<file path="src/design/bdpp_pkg.sv">
// Shared types, constants and the reciprocal table for the box downsample pixel packer.
package bdpp_pkg;

	typedef enum logic [1:0] {
		ST_IDLE,
		ST_ACC,
		ST_MUL,
		ST_OUT
	} state_t;

	typedef enum logic [1:0] {
		REG_FACTOR   = 2'd0,
		REG_WIDTH    = 2'd1,
		REG_HEIGHT   = 2'd2,
		REG_FORMAT   = 2'd3
	} reg_index_t;

	typedef struct packed {
		logic accept;
		logic acc_en;
		logic mul_en;
		logic out_load;
		logic cfg_we;
	} cmd_t;

	typedef struct packed {
		logic last_block;
		logic out_free;
	} stat_t;

	localparam logic       FMT_BGRA     = 1'b0;
	localparam logic [7:0] ALPHA_BYTE   = 8'hff;
	localparam logic [2:0] BYTES_BGRA   = 3'd4;
	localparam logic [2:0] BYTES_RGB    = 3'd3;
	localparam int         HEIGHT_LIMIT = 2048;
	localparam int         SUM_W        = 14;
	localparam int         RECIP_SHIFT  = 22;
	localparam int         RECIP_W      = 23;
	localparam int         RecipOne     = 1 << RECIP_SHIFT;

	// Rounded-up reciprocal of factor squared, scaled by two to the RECIP_SHIFT.
	// With a sum of at most SUM_W bits the truncated product equals the quotient.
	function automatic logic [RECIP_W-1:0] recip_for(input logic [4:0] f);
		logic [RECIP_W-1:0] r;
		case (f)
			5'd2:  r = RECIP_W'((RecipOne + 4 - 1) / 4);
			5'd3:  r = RECIP_W'((RecipOne + 9 - 1) / 9);
			5'd4:  r = RECIP_W'((RecipOne + 16 - 1) / 16);
			5'd5:  r = RECIP_W'((RecipOne + 25 - 1) / 25);
			5'd6:  r = RECIP_W'((RecipOne + 36 - 1) / 36);
			5'd7:  r = RECIP_W'((RecipOne + 49 - 1) / 49);
			5'd8:  r = RECIP_W'((RecipOne + 64 - 1) / 64);
			5'd9:  r = RECIP_W'((RecipOne + 81 - 1) / 81);
			5'd10: r = RECIP_W'((RecipOne + 100 - 1) / 100);
			5'd11: r = RECIP_W'((RecipOne + 121 - 1) / 121);
			5'd12: r = RECIP_W'((RecipOne + 144 - 1) / 144);
			5'd13: r = RECIP_W'((RecipOne + 169 - 1) / 169);
			5'd14: r = RECIP_W'((RecipOne + 196 - 1) / 196);
			5'd15: r = RECIP_W'((RecipOne + 225 - 1) / 225);
			5'd16: r = RECIP_W'((RecipOne + 256 - 1) / 256);
			default: r = RECIP_W'(RecipOne);
		endcase
		return r;
	endfunction

endpackage

</file>
<file path="src/design/bdpp_ctrl.sv">
// Controller FSM: read and accumulate per subpixel, divide and output per block.
module bdpp_ctrl (
	input  logic            clk,
	input  logic            arst_n,
	input  logic            s_tvalid,
	output logic            s_tready,
	input  logic            cfg_valid,
	output logic            cfg_ready,
	input  bdpp_pkg::stat_t stat,
	output bdpp_pkg::cmd_t  cmd
);

	bdpp_pkg::state_t state_q;
	bdpp_pkg::state_t state_nxt;

	always_ff @(posedge clk or negedge arst_n) begin
		if (!arst_n) begin
			state_q <= bdpp_pkg::ST_IDLE;
		end else begin
			state_q <= state_nxt;
		end
	end

	always_comb begin
		state_nxt = state_q;
		case (state_q)
			bdpp_pkg::ST_IDLE: begin
				if (s_tvalid && !cfg_valid) begin
					state_nxt = bdpp_pkg::ST_ACC;
				end
			end
			bdpp_pkg::ST_ACC: begin
				state_nxt = stat.last_block ? bdpp_pkg::ST_MUL : bdpp_pkg::ST_IDLE;
			end
			bdpp_pkg::ST_MUL: begin
				state_nxt = bdpp_pkg::ST_OUT;
			end
			bdpp_pkg::ST_OUT: begin
				if (stat.out_free) begin
					state_nxt = bdpp_pkg::ST_IDLE;
				end
			end
			default: begin
				state_nxt = bdpp_pkg::ST_IDLE;
			end
		endcase
	end

	always_comb begin
		s_tready     = 1'b0;
		cfg_ready    = 1'b0;
		cmd          = '0;
		case (state_q)
			bdpp_pkg::ST_IDLE: begin
				s_tready   = !cfg_valid;
				cfg_ready  = 1'b1;
				cmd.accept = s_tvalid && !cfg_valid;
				cmd.cfg_we = cfg_valid;
			end
			bdpp_pkg::ST_ACC: begin
				cmd.acc_en = 1'b1;
			end
			bdpp_pkg::ST_MUL: begin
				cmd.mul_en = 1'b1;
			end
			bdpp_pkg::ST_OUT: begin
				cmd.out_load = stat.out_free;
			end
			default: begin
				cmd = '0;
			end
		endcase
	end

endmodule

</file>
<file path="config.mk">
export PLATFORM = sky130hd
export DESIGN_NAME = bdpp_ctrl
export DESIGN_NICKNAME = d
export VERILOG_FILES = /design/src/design/bdpp_pkg.sv /design/src/design/bdpp_ctrl.sv
export SDC_FILE = /design/constraint.sdc
export NUM_CORES = 1
export LEC_CHECK = 0
export BUFFER_PORTS_ARGS = -buffer_cell sky130_fd_sc_hd__buf_2
export CAP_MARGIN = 20
export CORE_AREA = 2 2 39 41
export DETAILED_ROUTE_END_ITERATION = 7
export DIE_AREA = 0 0 41 43
export GPL_TIMING_DRIVEN = 0
export PLACE_DENSITY_LB_ADDON = 0.1
export SETUP_SLACK_MARGIN = 0.5
export SLEW_MARGIN = 20
export SYNTH_ARGS = -nofsm -noshare
export SYNTH_HDL_FRONTEND = slang
export SYNTH_SLANG_ARGS = --single-unit
</file>
<file path="constraint.sdc">
create_clock -name clk -period 1.9 [get_ports clk]
set_clock_uncertainty 0.1 [all_clocks]
set_input_delay 0.19 -clock clk [delete_from_list [all_inputs] [get_ports clk]]
set_output_delay 0.19 -clock clk [all_outputs]
set_load 0.01 [all_outputs]
</file>
==> results of run 1 <==
==> layout make-up <==
class                           count  share of cell area
Buffer                              1              0.0439
Timing Repair Buffer               13               0.273
Tap cell                           16              0.0780
Multi-Input combinational cell     12               0.317
Sequential cell                     2               0.200
Clock buffer                        3              0.0878
==> cells in the final DEF (no fill, tap or decap) <==
cell,instances
dlygate4sd3_1,1
and3_1,1
buf_2,12
dfrtp_1,1
nand2b_1,1
dfrtp_2,1
nor2_4,1
and2_1,1
nand2_1,1
o21ai_2,1
clkbuf_4,3
o21ai_0,1
nor2b_1,1
nor3_1,2
and2b_1,1
buf_6,1
a21bo_2,1
==> logic make-up after synthesis <==
kind of cell / Yosys count
compound gates: 3
simple gates: 9
buf+inv: 1
flops: 2
==> per-stage QoR <==
step | total power [mW] | worst slack, ns | utilization | instance area, sq um | std cells
global route | 0.446 | 0.508 | 0.185 | 256 | 47
floorplan | 0.206 | 0.717 | - | 129 | 15
finish | 0.409 | 0.574 | 0.185 | 256 | 47
global placement | 0.284 | 0.730 | 0.151 | 209 | 43
detailed placement | 0.283 | 0.727 | 0.151 | 209 | 43
CTS | 0.395 | 0.510 | 0.178 | 246 | 47
==> what timing repair did <==
| item | 4_1_cts | 5_1_grt |
|---|---|---|
| setup endpoints to repair | 1 | 3 |
| hold endpoints to repair | 2 | 0 |
| resized for setup | 2 | 4 |
| hold buffers | 1 | 0 |
==> report_power, final <==
group          switching, mW  leakage, nW  internal [mW]
registers             0.0282       0.0231         0.0665
logic                  0.106       0.0987          0.113
clock network         0.0257       0.0138         0.0698
==> path summary, 6_finish.rpt <==
kind / start / to / cells after the start
max: state_q[0]$_DFFE_PN0P_ / cmd[0] / 4
max reg2reg: register / register / 2
max in group asynchronous: arst_n / asynchronous set/reset pin / 2
min: stat[1] / register / 3
min in group asynchronous: arst_n / state_q[0]$_DFFE_PN0P_ / 2
min reg2reg: state_q[0]$_DFFE_PN0P_ / state_q[0]$_DFFE_PN0P_ / 2
==> worst register-to-register path, stage by stage, from the launching register on <==
cell	delay, ns
dfrtp_2	0.45
a21bo_2	0.22
o21ai_0	0.08
==> layer usage <==
| metal | share of wire | global-route usage | vias up |
|---|---|---|---|
| met5 | 0 | 0 | - |
| met3 | 0.066 | 0.0314 | 0 |
| li1 | - | - | 84 |
| met1 | 0.39 | 0.0547 | 67 |
| met2 | 0.54 | 0.0906 | 8 |
| met4 | 0 | 0.100 | 0 |
==> results.json, run 1 <==
{
  "status": "finished, final reports clean",
  "synth_compound_gate_area_share": 0.184,
  "portBuffers": 12,
  "whs_ns": 0.125,
  "clockRootBuffer": "clkbuf_4",
  "ys_warn_count": 0,
  "cp_num_buf_inv": 2,
  "grt_pass1_vias": 180,
  "drc": 0,
  "powerDensity_nw_per_um2": 1600,
  "crit_required_ns": 1.61,
  "synth_edf_count": 0,
  "grt.total_usage": 0.0673,
  "avgRoutedWirePerCell_um": 8.38,
  "crit_family": "flip-flops",
  "ff2ff_setup_slack_ns": 0.92,
  "cts_buffers": 3,
  "start_util": 0.0931,
  "worstSetupStartpointType": "register",
  "avgViaCountPerCell": 3.38,
  "core_area_sq_um": 1380,
  "hold_viol": 0,
  "antenna_found_initial": 0,
  "fillCellCount": 158,
  "netlist_instances": 15,
  "critPathKind": "register to output port",
  "nets": 39,
  "die-area_sq_um": 1760,
  "io-pin-count": 13,
  "p_leak_nw": 0.136,
  "syn_nets": 21,
  "fp-row-count": 14,
  "clock_sinks": 2,
  "drv_cap": 0,
  "slew_headroom": 0.902,
  "worst-path-max-fanout": 9,
  "finalSetupTns_ns": 0,
  "vias": 159,
  "rsz0062_at_grt": "no",
  "fin_crit_sh": 0.698,
  "gr-total-overflow": 0,
  "yosys.area_share.simple": 0.388,
  "synth_top_family_by_area": "simple AND/OR/NAND/NOR gates",
  "synth_top_area_cell": "dfrtp_1",
  "h-tree-depth": 1,
  "hp-class": "input port to register",
  "synth-seq-cells": 2,
  "die_w_um": 41,
  "routed_wirelength_um": 394,
  "setup_viol": 0,
  "synth_flop_cell": "dfrtp_1",
  "cpPeakStageDelay_ns": 0.36,
  "grt_max_degree": 10,
  "crit_path_top_delay_cell": "dfrtp_1",
  "regArea_sq_um": 51.3,
  "fmax_mhz": 754,
  "grt_pass1_wl_um": 696,
  "syn_area_sq_um": 129,
  "ys_top_cells_by_area": "dfrtp_1 (39%), a21bo_2 (7.8%), nor3_1 (7.8%), o21ai_2 (6.8%), and2b_1 (5.8%)",
  "drive_above_1_share": 0.645,
  "synth_fa_ha_area_frac": 0,
  "synth_seq_area_share": 0.388,
  "clock_latency_ns": 0.23,
  "area_growth_pct": 99.0,
  "num_antenna_cells": 0,
  "netlist-cell-type-count": 13,
  "ant_nets": 0,
  "multiInputGateArea_sq_um": 81.3,
  "place.gp.congestion": 0.596,
  "synth_xor_xnor_area_share": 0,
  "synth_mux_area_frac": 0,
  "async_flop_share": 1.00,
  "period_needed_ns": 1.33,
  "cp_cell_sequence": "buf_6 > nor2_4 > and2_1 > buf_2",
  "cts_tree": "done",
  "cts_buffer_depth": 2,
  "synth.top_cell.area_share": 0.388,
  "peakVddDrop_mv": 0.336,
  "dr.pass1.iters": 2,
  "max_slew.worst_pin.slew_ns": 0.146,
  "path_clk_slew_ns": 0.03,
  "die_h_um": 43,
  "drtIter0Drc": 2,
  "post-cts-setup-buffers": 0,
  "slew_viol_final": 0,
  "postSynthAreaPerCell_sq_um": 8.59,
  "worstPathArrival_ns": 1.04,
  "synth_common_cells": "dfrtp_1 (2), nor3_1 (2)",
  "setup.worst_path.end_class": "output port"
}
Note: power is estimated with default switching activity, not from simulation.
==> inputs of run 2 (changes only) <==
- clock period: 1.9 -> 1.13 ns (I/O delays scaled with it)
==> run 2 against run 1 <==
Compared with the run above:
- the run now ends with negative setup slack left
- sequential cell count is the same
- critical path depth shrank 1
- clock power grew 86%
- register-to-register slack lost 0.78 ns
- global-route usage shrank 0.50 points
- die area is the same
- core utilization grew 3.4 points
==> results.json, run 2 (synthesized netlist as in run 1, its figures left out) <==
{
  "status": "finished, violations left",
  "violations": "negative setup slack",
  "rsz0062_at_grt": "yes",
  "path_clk_slew_ns": 0.04,
  "die_h_um": 43,
  "ff2ff_setup_slack_ns": 0.14,
  "routed_wirelength_um": 433,
  "vias": 173,
  "dpl.hpwl_um": 292,
  "setup.worst_path.end_class": "output port",
  "io-pin-count": 13,
  "fin_cells": 50,
  "cts_buffers": 3,
  "cts_tree": "done",
  "area_growth_pct": 136,
  "h-tree-depth": 1,
  "die-area_sq_um": 1760,
  "regArea_sq_um": 51.3,
  "slew_viol_final": 0,
  "core_area_sq_um": 1380,
  "max_slew.worst_pin.slew_ns": 0.181,
  "avgViaCountPerCell": 3.46,
  "place.gp.congestion": 0.578,
  "fillCellCount": 158,
  "p_leak_nw": 0.155,
  "setup_slack_ns": -0.135,
  "hold_start": "stat[1]",
  "grt_pass1_vias": 163,
  "worstSetupStartpointType": "register",
  "worstPathArrival_ns": 1.05,
  "fin_crit_sh": 1.12,
  "clockRootBuffer": "clkbuf_4",
  "critPathKind": "register to output port",
  "place_ws_ns": 0.0747,
  "fp-row-count": 14,
  "grt_pass1_wl_um": 621,
  "ant_nets": 0,
  "final_common_cell": "buf_2",
  "gr-total-overflow": 0,
  "finalSetupTns_ns": -0.710,
  "crit_required_ns": 0.92,
  "clock_sinks": 2,
  "num_antenna_cells": 0,
  "setup_viol": 7,
  "cts_buffer_depth": 2,
  "drtIter0Drc": 2,
  "die_w_um": 41,
  "slew_headroom": 0.879,
  "grt.total_usage": 0.0622,
  "hp-class": "input port to register",
  "layout_common_cells": "buf_2 (10), clkbuf_4 (3), nor3_2 (2), buf_6 (2), buf_4 (2)",
  "period_needed_ns": 1.27,
  "drive_above_1_share": 0.735,
  "nets": 41,
  "multiInputGateArea_sq_um": 93.8,
  "portBuffers": 12,
  "drv_cap": 0,
  "grt_max_degree": 9,
  "dr.pass1.iters": 2,
  "peakVddDrop_mv": 0.582,
  "hold_viol": 0,
  "avgRoutedWirePerCell_um": 8.66,
  "drc": 0,
  "fmax_mhz": 790,
  "worst-path-max-fanout": 8,
  "dpl.cell_count": 43,
  "antenna_found_initial": 0,
  "clock_latency_ns": 0.23,
  "powerDensity_nw_per_um2": 2810,
  "start_util": 0.0931
}
run 2: cell count changes in the layout (fill, tap and decap cells not counted):
| cell | before | now |
|---|---|---|
| and2_1 | 1 | 0 |
| buf_8 | 0 | 1 |
| nor3_2 | 0 | 2 |
| buf_6 | 1 | 2 |
| clkbuf_1 | 0 | 1 |
| nor3_1 | 2 | 0 |
| buf_4 | 0 | 2 |
| and2_4 | 0 | 1 |
| buf_2 | 12 | 10 |
run 2: report_power, final:
group	internal (mW)	switching [mW]	leakage [nW]
clock	0.131	0.0470	0.0150
sequential	0.112	0.0606	0.0231
combinational	0.297	0.206	0.117
total	0.540	0.314	0.155
run 2: timing repair:
| item | CTS | global route |
|---|---|---|
| buffers inserted | 1 | 1 |
| hold endpoints to repair | 2 | 0 |
| setup endpoints to repair | 9 | 9 |
| hold buffers | 1 | 0 |
| pin swaps | 3 | 2 |
| resized for setup | 1 | 2 |
run 2: worst max-delay path, stage by stage (launching register included):
cell     delay, ns
dfrtp_2       0.46
nor2_4        0.13
and2_4        0.14
buf_6         0.09
run 2: area by class of cell:
class,instances,area share
timing repair buffer,15,0.321
multi-input combinational,12,0.309
sequential,2,0.169
clock buffer,4,0.0864
tap,16,0.0658
buffer,1,0.0494
run 2: worst paths after layout:
path | end | cells after the start
min in group asynchronous | asynchronous set/reset pin | 2
min reg2reg | register | 1
max reg2reg | register | 2
max in group asynchronous | state_q[0]$_DFFE_PN0P_ | 2
min | register | 3
max | cmd[0] | 3
run 2: routing by layer:
metal  global-route usage  wire (um)  share of wire  vias up
met4                0.100         13          0.030        0
met5                    0          0              0        -
li1                     -          -              -       87
met3               0.0314         59           0.14        2
met1               0.0482        147           0.34       71
met2               0.0813        212           0.49       13
run 2: through the flow:
stage / power, mW / utilization / cell area, sq um / hold slack (ns)
6_report: 0.854 / 0.220 / 304 / 0.0201
3_5_place_dp: 0.574 / 0.173 / 239 / -0.202
4_1_cts: 0.802 / 0.209 / 289 / 0.0104
2_1_floorplan: 0.438 / - / 159 / -0.283
5_1_grt: 0.913 / 0.220 / 304 / 0.0275
3_3_place_gp: 0.568 / 0.173 / 239 / -0.202
